--- src/rtl/core/tcbdq_pkg.sv ---
// Package for the two-class byte drain queue.
// Field widths, transfer codes, source codes and sequencer states.
// No dependencies.
`timescale 1ns / 1ps

package tcbdq_pkg;

  // Payload field widths
  localparam int MSG_LEN_W     = 10;
  localparam int DRAIN_W       = 16;
  localparam int TOTAL_BYTES_W = 17;
  localparam int TOTAL_MSG_W   = 8;

  // Largest message accepted, in bytes
  localparam logic [MSG_LEN_W-1:0] MAX_MSG_BYTES = 10'd512;

  // Default FIFO depth in entries
  localparam int FIFO_DEPTH_DEF = 64;

  // Item mode codes
  localparam logic MODE_ENQ   = 1'b0;
  localparam logic MODE_DRAIN = 1'b1;

  // Queue of the next segment
  typedef enum logic [1:0] {
    SRC_NONE   = 2'd0,
    SRC_NORMAL = 2'd1,
    SRC_PRIO   = 2'd2
  } src_t;

  // Sequencer states
  typedef enum logic [1:0] {
    ST_IDLE,
    ST_EXEC,
    ST_LOAD,
    ST_STEP
  } state_t;

endpackage

--- src/rtl/core/tcbdq_if.sv ---
// Channel interfaces for the two-class byte drain queue.
// Depends on tcbdq_pkg for the payload widths.
`timescale 1ns / 1ps

// Input channel: enqueue or drain request
interface tcbdq_in_if;
  import tcbdq_pkg::*;

  logic                 valid;
  logic                 ready;
  logic                 mode;
  logic [MSG_LEN_W-1:0] msg_length;
  logic                 high_priority;
  logic [DRAIN_W-1:0]   drain_bytes;

  modport source (output valid, mode, msg_length, high_priority, drain_bytes,
                  input ready);
  modport sink   (input valid, mode, msg_length, high_priority, drain_bytes,
                  output ready);
endinterface

// Result channel: status after each item
interface tcbdq_out_if;
  import tcbdq_pkg::*;

  logic                     valid;
  logic                     ready;
  logic                     accepted;
  logic [DRAIN_W-1:0]       bytes_left_over;
  logic [TOTAL_BYTES_W-1:0] total_bytes;
  logic [TOTAL_MSG_W-1:0]   total_messages;
  logic [1:0]               next_source;
  logic [MSG_LEN_W-1:0]     next_remaining;

  modport source (output valid, accepted, bytes_left_over, total_bytes,
                  total_messages, next_source, next_remaining,
                  input ready);
  modport sink   (input valid, accepted, bytes_left_over, total_bytes,
                  total_messages, next_source, next_remaining,
                  output ready);
endinterface

--- src/rtl/core/two_class_byte_drain_queue_unit.sv ---
// Two-class byte drain queue: an enqueue goes through EXEC, LOAD and STEP before its
// result is registered; a drain does too, going back to LOAD for each whole message
// retired and staying in STEP for a partly sent head. The single compare/subtract unit
// steps one head at a time; a new head waits in LOAD for the registered length read.
// One item in flight; the next is taken once the result register is free.
// Synchronous active-low reset empties both FIFOs; length memories are not cleared.
`timescale 1ns / 1ps

module two_class_byte_drain_queue_unit #(
  parameter int FIFO_DEPTH = tcbdq_pkg::FIFO_DEPTH_DEF
) (
  input  logic               clk,
  input  logic               rst_n,
  tcbdq_in_if.sink           in_chan,
  tcbdq_out_if.source        out_chan
);
  import tcbdq_pkg::*;

  localparam int AW  = (FIFO_DEPTH > 1) ? $clog2(FIFO_DEPTH) : 1;
  localparam int CW  = $clog2(FIFO_DEPTH + 1);
  localparam int QBW = $clog2(2 * FIFO_DEPTH * int'(MAX_MSG_BYTES) + 1);

  localparam logic [AW-1:0] PTR_LAST  = AW'(FIFO_DEPTH - 1);
  localparam logic [CW-1:0] FILL_FULL = CW'(FIFO_DEPTH);

  // Length memories
  logic [MSG_LEN_W-1:0] mem_n [FIFO_DEPTH];
  logic [MSG_LEN_W-1:0] mem_p [FIFO_DEPTH];
  logic [MSG_LEN_W-1:0] rd_n_r, rd_p_r;
  logic                 wr_n, wr_p;

  // Queue state
  logic [AW-1:0]        head_n_r, head_n_nxt, tail_n_r, tail_n_nxt;
  logic [AW-1:0]        head_p_r, head_p_nxt, tail_p_r, tail_p_nxt;
  logic [CW-1:0]        fill_n_r, fill_n_nxt, fill_p_r, fill_p_nxt;
  logic [MSG_LEN_W-1:0] sent_n_r, sent_n_nxt, sent_p_r, sent_p_nxt;
  logic [QBW-1:0]       queued_r, queued_nxt;

  // Item latch
  state_t               state_r, state_nxt;
  logic                 mode_r, mode_nxt;
  logic                 hp_r, hp_nxt;
  logic [MSG_LEN_W-1:0] len_r, len_nxt;
  logic [DRAIN_W-1:0]   budget_r, budget_nxt;
  logic                 acc_r, acc_nxt;

  // Result register
  logic                     ov_r, ov_nxt;
  logic                     o_acc_r, o_acc_nxt;
  logic [DRAIN_W-1:0]       o_left_r, o_left_nxt;
  logic [TOTAL_BYTES_W-1:0] o_bytes_r, o_bytes_nxt;
  logic [TOTAL_MSG_W-1:0]   o_msgs_r, o_msgs_nxt;
  src_t                     o_src_r, o_src_nxt;
  logic [MSG_LEN_W-1:0]     o_rem_r, o_rem_nxt;

  // Shared head unit
  src_t                 sel;
  logic [MSG_LEN_W-1:0] sel_len, sel_sent, left;
  logic                 take_whole, finish;
  logic                 in_xfer;
  logic                 enq_ok;
  logic [CW:0]          msg_sum;

  assign in_chan.ready = (state_r == ST_IDLE) && (!ov_r || out_chan.ready);
  assign in_xfer       = in_chan.valid && in_chan.ready;

  // Next segment selection and the single compare/subtract on its head
  always_comb begin
    if (fill_n_r != '0 && sent_n_r != '0) begin
      sel = SRC_NORMAL;
    end else if (fill_p_r != '0) begin
      sel = SRC_PRIO;
    end else if (fill_n_r != '0) begin
      sel = SRC_NORMAL;
    end else begin
      sel = SRC_NONE;
    end
    sel_len    = (sel == SRC_PRIO) ? rd_p_r : rd_n_r;
    sel_sent   = (sel == SRC_PRIO) ? sent_p_r : sent_n_r;
    left       = (sel_len > sel_sent) ? sel_len - sel_sent : '0;
    take_whole = budget_r >= DRAIN_W'(left);
    finish     = (budget_r == '0) || (sel == SRC_NONE);
    enq_ok     = (len_r != '0) && (len_r <= MAX_MSG_BYTES) &&
                 (hp_r ? (fill_p_r < FILL_FULL) : (fill_n_r < FILL_FULL));
    msg_sum    = (CW+1)'(fill_n_r) + (CW+1)'(fill_p_r);
  end

  // Next state
  always_comb begin
    state_nxt = state_r;
    case (state_r)
      ST_IDLE: begin
        if (in_xfer) state_nxt = ST_EXEC;
      end
      ST_EXEC: state_nxt = ST_LOAD;
      ST_LOAD: state_nxt = ST_STEP;
      ST_STEP: begin
        if (finish) begin
          state_nxt = ST_IDLE;
        end else if (take_whole) begin
          state_nxt = ST_LOAD;
        end else begin
          state_nxt = ST_STEP;
        end
      end
      default: state_nxt = ST_IDLE;
    endcase
  end

  // Datapath updates
  always_comb begin
    head_n_nxt  = head_n_r;
    tail_n_nxt  = tail_n_r;
    head_p_nxt  = head_p_r;
    tail_p_nxt  = tail_p_r;
    fill_n_nxt  = fill_n_r;
    fill_p_nxt  = fill_p_r;
    sent_n_nxt  = sent_n_r;
    sent_p_nxt  = sent_p_r;
    queued_nxt  = queued_r;
    mode_nxt    = mode_r;
    hp_nxt      = hp_r;
    len_nxt     = len_r;
    budget_nxt  = budget_r;
    acc_nxt     = acc_r;
    ov_nxt      = ov_r && !out_chan.ready;
    o_acc_nxt   = o_acc_r;
    o_left_nxt  = o_left_r;
    o_bytes_nxt = o_bytes_r;
    o_msgs_nxt  = o_msgs_r;
    o_src_nxt   = o_src_r;
    o_rem_nxt   = o_rem_r;
    wr_n        = 1'b0;
    wr_p        = 1'b0;

    case (state_r)
      // Latch the item; an enqueue carries no drain budget
      ST_IDLE: begin
        if (in_xfer) begin
          mode_nxt   = in_chan.mode;
          hp_nxt     = in_chan.high_priority;
          len_nxt    = in_chan.msg_length;
          budget_nxt = (in_chan.mode == MODE_DRAIN) ? in_chan.drain_bytes : '0;
        end
      end
      // Enqueue write, or mark the drain as done
      ST_EXEC: begin
        if (mode_r == MODE_ENQ) begin
          acc_nxt = enq_ok;
          if (enq_ok) begin
            queued_nxt = queued_r + QBW'(len_r);
            if (hp_r) begin
              wr_p       = 1'b1;
              tail_p_nxt = (tail_p_r == PTR_LAST) ? '0 : tail_p_r + 1'b1;
              fill_p_nxt = fill_p_r + 1'b1;
            end else begin
              wr_n       = 1'b1;
              tail_n_nxt = (tail_n_r == PTR_LAST) ? '0 : tail_n_r + 1'b1;
              fill_n_nxt = fill_n_r + 1'b1;
            end
          end
        end else begin
          acc_nxt = 1'b1;
        end
      end
      ST_LOAD: begin
      end
      // One head per step; report once the budget is spent or both queues empty
      ST_STEP: begin
        if (finish) begin
          ov_nxt      = 1'b1;
          o_acc_nxt   = acc_r;
          o_left_nxt  = budget_r;
          o_bytes_nxt = TOTAL_BYTES_W'(queued_r);
          o_msgs_nxt  = TOTAL_MSG_W'(msg_sum);
          o_src_nxt   = sel;
          o_rem_nxt   = (sel == SRC_NONE) ? '0 : left;
        end else if (take_whole) begin
          budget_nxt = budget_r - DRAIN_W'(left);
          queued_nxt = queued_r - QBW'(left);
          if (sel == SRC_PRIO) begin
            head_p_nxt = (head_p_r == PTR_LAST) ? '0 : head_p_r + 1'b1;
            fill_p_nxt = fill_p_r - 1'b1;
            sent_p_nxt = '0;
          end else begin
            head_n_nxt = (head_n_r == PTR_LAST) ? '0 : head_n_r + 1'b1;
            fill_n_nxt = fill_n_r - 1'b1;
            sent_n_nxt = '0;
          end
        end else begin
          budget_nxt = '0;
          queued_nxt = queued_r - QBW'(budget_r);
          if (sel == SRC_PRIO) begin
            sent_p_nxt = sent_p_r + MSG_LEN_W'(budget_r);
          end else begin
            sent_n_nxt = sent_n_r + MSG_LEN_W'(budget_r);
          end
        end
      end
      default: begin
      end
    endcase
  end

  // Length memories: one write, one registered read at the head each
  always_ff @(posedge clk) begin
    if (wr_n) mem_n[tail_n_r] <= len_r;
    if (wr_p) mem_p[tail_p_r] <= len_r;
    rd_n_r <= mem_n[head_n_r];
    rd_p_r <= mem_p[head_p_r];
  end

  // Control state
  always_ff @(posedge clk) begin
    if (!rst_n) begin
      state_r  <= ST_IDLE;
      head_n_r <= '0;
      tail_n_r <= '0;
      head_p_r <= '0;
      tail_p_r <= '0;
      fill_n_r <= '0;
      fill_p_r <= '0;
      sent_n_r <= '0;
      sent_p_r <= '0;
      queued_r <= '0;
      ov_r     <= 1'b0;
    end else begin
      state_r  <= state_nxt;
      head_n_r <= head_n_nxt;
      tail_n_r <= tail_n_nxt;
      head_p_r <= head_p_nxt;
      tail_p_r <= tail_p_nxt;
      fill_n_r <= fill_n_nxt;
      fill_p_r <= fill_p_nxt;
      sent_n_r <= sent_n_nxt;
      sent_p_r <= sent_p_nxt;
      queued_r <= queued_nxt;
      ov_r     <= ov_nxt;
    end
  end

  // Item and result payload
  always_ff @(posedge clk) begin
    mode_r    <= mode_nxt;
    hp_r      <= hp_nxt;
    len_r     <= len_nxt;
    budget_r  <= budget_nxt;
    acc_r     <= acc_nxt;
    o_acc_r   <= o_acc_nxt;
    o_left_r  <= o_left_nxt;
    o_bytes_r <= o_bytes_nxt;
    o_msgs_r  <= o_msgs_nxt;
    o_src_r   <= o_src_nxt;
    o_rem_r   <= o_rem_nxt;
  end

  assign out_chan.valid           = ov_r;
  assign out_chan.accepted        = o_acc_r;
  assign out_chan.bytes_left_over = o_left_r;
  assign out_chan.total_bytes     = o_bytes_r;
  assign out_chan.total_messages  = o_msgs_r;
  assign out_chan.next_source     = o_src_r;
  assign out_chan.next_remaining  = o_rem_r;

endmodule

--- src/flat_wrapper.sv ---
// flat-port wrapper written by rule: the top's interface ports become plain ports
module two_class_byte_drain_queue_unit_flat import tcbdq_pkg::*;
#(
  parameter int FIFO_DEPTH = tcbdq_pkg::FIFO_DEPTH_DEF
)
  (clk, rst_n, in_chan_valid, in_chan_mode, in_chan_msg_length, in_chan_high_priority, in_chan_drain_bytes, in_chan_ready, out_chan_valid, out_chan_accepted, out_chan_bytes_left_over, out_chan_total_bytes, out_chan_total_messages, out_chan_next_source, out_chan_next_remaining, out_chan_ready);
  tcbdq_in_if in_chan_i ();
  tcbdq_out_if out_chan_i ();
  input  logic clk;
  input  logic rst_n;
  input wire logic [$bits(in_chan_i.valid)-1:0] in_chan_valid;
  input wire logic [$bits(in_chan_i.mode)-1:0] in_chan_mode;
  input wire logic [$bits(in_chan_i.msg_length)-1:0] in_chan_msg_length;
  input wire logic [$bits(in_chan_i.high_priority)-1:0] in_chan_high_priority;
  input wire logic [$bits(in_chan_i.drain_bytes)-1:0] in_chan_drain_bytes;
  output wire logic [$bits(in_chan_i.ready)-1:0] in_chan_ready;
  output wire logic [$bits(out_chan_i.valid)-1:0] out_chan_valid;
  output wire logic [$bits(out_chan_i.accepted)-1:0] out_chan_accepted;
  output wire logic [$bits(out_chan_i.bytes_left_over)-1:0] out_chan_bytes_left_over;
  output wire logic [$bits(out_chan_i.total_bytes)-1:0] out_chan_total_bytes;
  output wire logic [$bits(out_chan_i.total_messages)-1:0] out_chan_total_messages;
  output wire logic [$bits(out_chan_i.next_source)-1:0] out_chan_next_source;
  output wire logic [$bits(out_chan_i.next_remaining)-1:0] out_chan_next_remaining;
  input wire logic [$bits(out_chan_i.ready)-1:0] out_chan_ready;
  assign in_chan_i.valid = in_chan_valid;
  assign in_chan_i.mode = in_chan_mode;
  assign in_chan_i.msg_length = in_chan_msg_length;
  assign in_chan_i.high_priority = in_chan_high_priority;
  assign in_chan_i.drain_bytes = in_chan_drain_bytes;
  assign in_chan_ready = in_chan_i.ready;
  assign out_chan_valid = out_chan_i.valid;
  assign out_chan_accepted = out_chan_i.accepted;
  assign out_chan_bytes_left_over = out_chan_i.bytes_left_over;
  assign out_chan_total_bytes = out_chan_i.total_bytes;
  assign out_chan_total_messages = out_chan_i.total_messages;
  assign out_chan_next_source = out_chan_i.next_source;
  assign out_chan_next_remaining = out_chan_i.next_remaining;
  assign out_chan_i.ready = out_chan_ready;
  two_class_byte_drain_queue_unit #(.FIFO_DEPTH(FIFO_DEPTH)) u_core (.clk(clk), .rst_n(rst_n), .in_chan(in_chan_i), .out_chan(out_chan_i));
endmodule
--- config.mk ---
export PLATFORM = sky130hd
export DESIGN_NAME = two_class_byte_drain_queue_unit_flat
export DESIGN_NICKNAME = d
export VERILOG_FILES = /design/src/rtl/core/tcbdq_pkg.sv /design/src/rtl/core/tcbdq_if.sv /design/src/rtl/core/two_class_byte_drain_queue_unit.sv /design/src/flat_wrapper.sv
export SDC_FILE = /design/constraint.sdc
export NUM_CORES = 2
export LEC_CHECK = 0
export ABC_AREA = 1
export BUFFER_PORTS_ARGS = -buffer_cell sky130_fd_sc_hd__buf_2
export CORE_MARGIN = 2
export CORE_UTILIZATION = 55
export DETAILED_ROUTE_END_ITERATION = 12
export PLACE_DENSITY = 0.74
export SYNTH_ARGS = -nofsm -noshare
export SYNTH_HDL_FRONTEND = slang
export SYNTH_SLANG_ARGS = --single-unit
export TNS_END_PERCENT = 20
--- constraint.sdc ---
create_clock -name clk -period 6.04 [get_ports clk]
set_input_delay 0.604 -clock clk [delete_from_list [all_inputs] [get_ports clk]]
set_output_delay 0.604 -clock clk [all_outputs]
set_load 0.1 [all_outputs]
==> results.md <==
- Status: completed
- Power Total: approximately 27 mW
- Number of synthesized flops with an enable pin: about 1,400
- Synthesis-to-finish area growth: 10.9%
- PortBufs: 87
- Post-route cell area: just under 70,000 um^2
- Final Max Tran Viols: 0
- Top FF cell, synth: edfxtp_1
- Hold Startpoint: in_chan_msg_length[9]
- Met2 Track Usage GR: between 40% and 50%
- CTS tree: yes
- Setup violations, final: 0
- Sequential area share after synthesis: between 70% and 80%
- Post-route antenna net violation count: 0
- Crit Reg-Reg Endpoint: u_core.queued_r[16]
- Vias post-DR: approximately 41,000
- Grt met3 use: under 10%
- Worst EP required: 6.65 ns
- Fin nets: about 5,400
- RD Place Congestion: just over 0.9
- I/O pins: slightly below 90
- Initial DRC count: around 4,700
- PD cells: 404 nW/um^2
- Final Skew: between 0.03 and 0.04 ns
- Setup TNS: 0 ns
- FF-to-FF path depth: 36
- Syn nets: roughly 5,300
- Crit. End Element: register
- Busiest grt layer: met2
- Fin crit period: 5.63 ns
- Post-Synthesis Cells: just over 5,000
- Root Driver: clkbuf_16
- Slew at the pin with the worst max-slew slack: about 1.3 ns
- H-tree depth: 4
- CP Max Fanout: 26
- Via/cell ratio: 6.03
- Total GRT Usage: between 20% and 30%
- Fillers: 8,535
- Later-pin clock latency in the skew report: around 0.77 ns
- Initial core utilization: between 50% and 60%
- Overflow after GRT: 0
- DR WL/cell: approximately 23 um
- Commonest cells post-synth: edfxtp_1 (1,363), nor2_1 (1,021), o21ai_0 (735)
- Row count: roughly 120
- Pre-Repair DR Iteration Count: 6
- Initial antenna violation count: 1
- Drt total wl: about 150 mm
- Hold depth: 1
- MaxCap Viol Count: 0
- Clock tree sinks: roughly 1,500
- Area of the multi-input gates: 16,700 um^2
- Top-count cell post-synth: edfxtp_1
- Synth Warn #: 0
- Min-Delay Endpoint: u_core.len_r[9]
- Worst path top cell family by delay: simple AND/OR/NAND/NOR gates
- Leakage power: between 20 and 25 nW
- CP bufs+invs: 4
- VDD IR-drop max: between 0.0005 and 0.0006 V
- Yosys reg bits: 1,461
- Post-synthesis cell area: 61,300 um^2
- FF+latch area: around 43,000 um^2
- Top post-synthesis cells by area: edfxtp_1 (67%), nor2_1 (6.3%), o21ai_0 (6.0%)
- Cell taking the most area after synthesis: edfxtp_1
- Share of cells above drive strength 1: about 9%
- Crit-path slowest cell: fa_1
- Core Area: about 110,000 um^2
- Max Buffers Root-to-Sink: 3
- Die Width: 338 um
- DRC Markers: 0
- Placed Area: approximately 63,000 um^2
- Top-area cell type share of the netlist area: around two thirds
- Die footprint: approximately 110,000 um^2
- Worst Hold Class: input port to register
- Syn Area/Cell: around 12 um^2
- Fraction of registers with async set/reset: 0%
- Met1 GRT Util: between 30% and 40%
- Worst setup SP type: register
- Most frequent CP cell: nand2_1
- Origin of the critical flop-to-flop path: u_core.fill_n_r[3]
- Number of unique standard cell types used by synthesis: between 50 and 60
- Max_slew headroom: between 10% and 20%
- Fin util: 61.5%
- Die Ht: between 300 and 400 um
- Max Clock Freq: 178 MHz
- Path type of the worst setup path: register to register
- CTS buffer count: 146
- RSZ-0062 raised after global routing: no
- Largest net degree at the start of global routing: around 200
- Period utilization: just over 90%
- CP peak stage delay: ~0.49 ns
- Hpwl dp: around 90 mm
- Final Hold Viols: 0
- Flop2flop setup slack: 0.41 ns
- Vias in the first global route: a little under 40,000
- First-pass GRT wire length: between 200 and 250 mm
- Crit path DAT: slightly above 6 ns
- Clock-pin slew on the worst setup and hold paths: around 0.060 ns
## through the flow
stage / setup WS, ns / instances / hold WS, ns
3_5_place_dp: 0.193 / 6582 / 0.473
4_1_cts: 0.186 / 6840 / 0.00161
5_1_grt: 0.00181 / 6843 / 0.0241
3_3_place_gp: 0.267 / 6582 / 0.473
2_1_floorplan: 0.427 / 5194 / 0.400
6_report: 0.414 / 6845 / 0.0464
## cells by family after synthesis
| kind of cell | Yosys count | synth area share [%] |
|---|---|---|
| XOR/XNOR | 60 | 0.858 |
| multiplexers | 7 | 0.114 |
| AND/OR/NAND/NOR | 1883 | 12.7 |
| flip-flops | 1461 | 70.0 |
| AO/OA/AOI/OAI | 1247 | 11.4 |
| buffers and inverters | 448 | 2.94 |
| adder cells (fa/ha/maj) | 88 | 1.90 |
## state kept, by name, summed over array words and instances, names as in the netlist, 2 cells and up
name / cells
u_core.mem_n: 640
u_core.mem_p: 640
u_core.out_chan.total_bytes: 17
u_core.queued_r: 17
u_core.budget_r: 16
u_core.out_chan.bytes_left_over: 16
u_core.len_r: 10
u_core.out_chan.next_remaining: 10
u_core.rd_n_r: 10
u_core.rd_p_r: 10
u_core.sent_n_r: 10
u_core.sent_p_r: 10
u_core.out_chan.total_messages: 8
u_core.fill_n_r: 7
u_core.fill_p_r: 7
u_core.head_n_r: 6
u_core.head_p_r: 6
u_core.tail_n_r: 6
u_core.tail_p_r: 6
u_core.out_chan.next_source: 2
u_core.state_r: 2
## cell type report
type	count	area share (%)
Sequential cell	1461	63.2
Multi-Input combinational cell	3285	24.6
Clock buffer	187	5.79
Tap cell	1488	2.74
Timing Repair Buffer	196	1.94
Inverter	160	0.910
Clock inverter	66	0.833
Antenna cell	2	0.00737
## placed cells by master (no fill, tap or decap), types with 47 or more instances in the layout
cell type,synthesis,layout
a21oi_1,140,138
o221ai_1,57,57
dfxtp_1,98,92
o22ai_1,172,172
inv_1,145,141
clkbuf_16,0,151
nand4_1,47,47
nand2_1,523,521
ha_1,80,75
nand3_1,219,215
buf_4,7,99
edfxtp_1,1363,1363
o211ai_1,109,109
o21ai_0,735,732
nor2_1,1021,1014
buf_2,62,87
## worst max path at each step
stage	start	endpoint	slack, ns	cells past startpoint
CTS	u_core.fill_p_r[0]	u_core.queued_r[16]	0.19	36
finish	u_core.fill_n_r[3]	u_core.queued_r[16]	0.41	36
global route	u_core.fill_n_r[3]	u_core.queued_r[16]	0.002	42
floorplan	u_core.fill_p_r[1]	u_core.queued_r[12]	0.43	38
global placement	u_core.fill_p_r[0]	u_core.queued_r[16]	0.27	36
detailed placement	u_core.fill_p_r[0]	u_core.queued_r[16]	0.19	36
## what timing repair did
| action | in CTS | in global routing |
|---|---|---|
| setup buffers | 0 | 3 |
| hold endpoints to repair | 5 | 0 |
| endpoints found under the setup margin | 0 | 13 |
| hold buffers | 5 | 0 |
| gates resized for setup | 0 | 30 |
## per-layer routing
metal	up-vias	share of wire [%]
met2	1910	48
met3	323	8.4
li1	19000	-
met4	0	3.6
met5	-	0
met1	20100	40
## worst reg2reg max path, delay by kind of cell (launching register included)
family | cells | cell delay, ns
AOI/OAI and AO/OA | 3 | 0.36
adders and majority gates | 4 | 1.48
buffers and inverters | 4 | 0.49
DFF | 1 | 0.34
and+or+nand+nor | 25 | 2.81
## power by group
group	internal (mW)	switching [mW]	leakage, nW	total (mW)
Combinational	2.29	4.45	7.95	6.74
Clock	4.90	3.74	2.20	8.64
Sequential	11.8	0.307	13.1	12.1
Total	19.0	8.50	23.2	27.5
(Power assumes the default switching activity.)
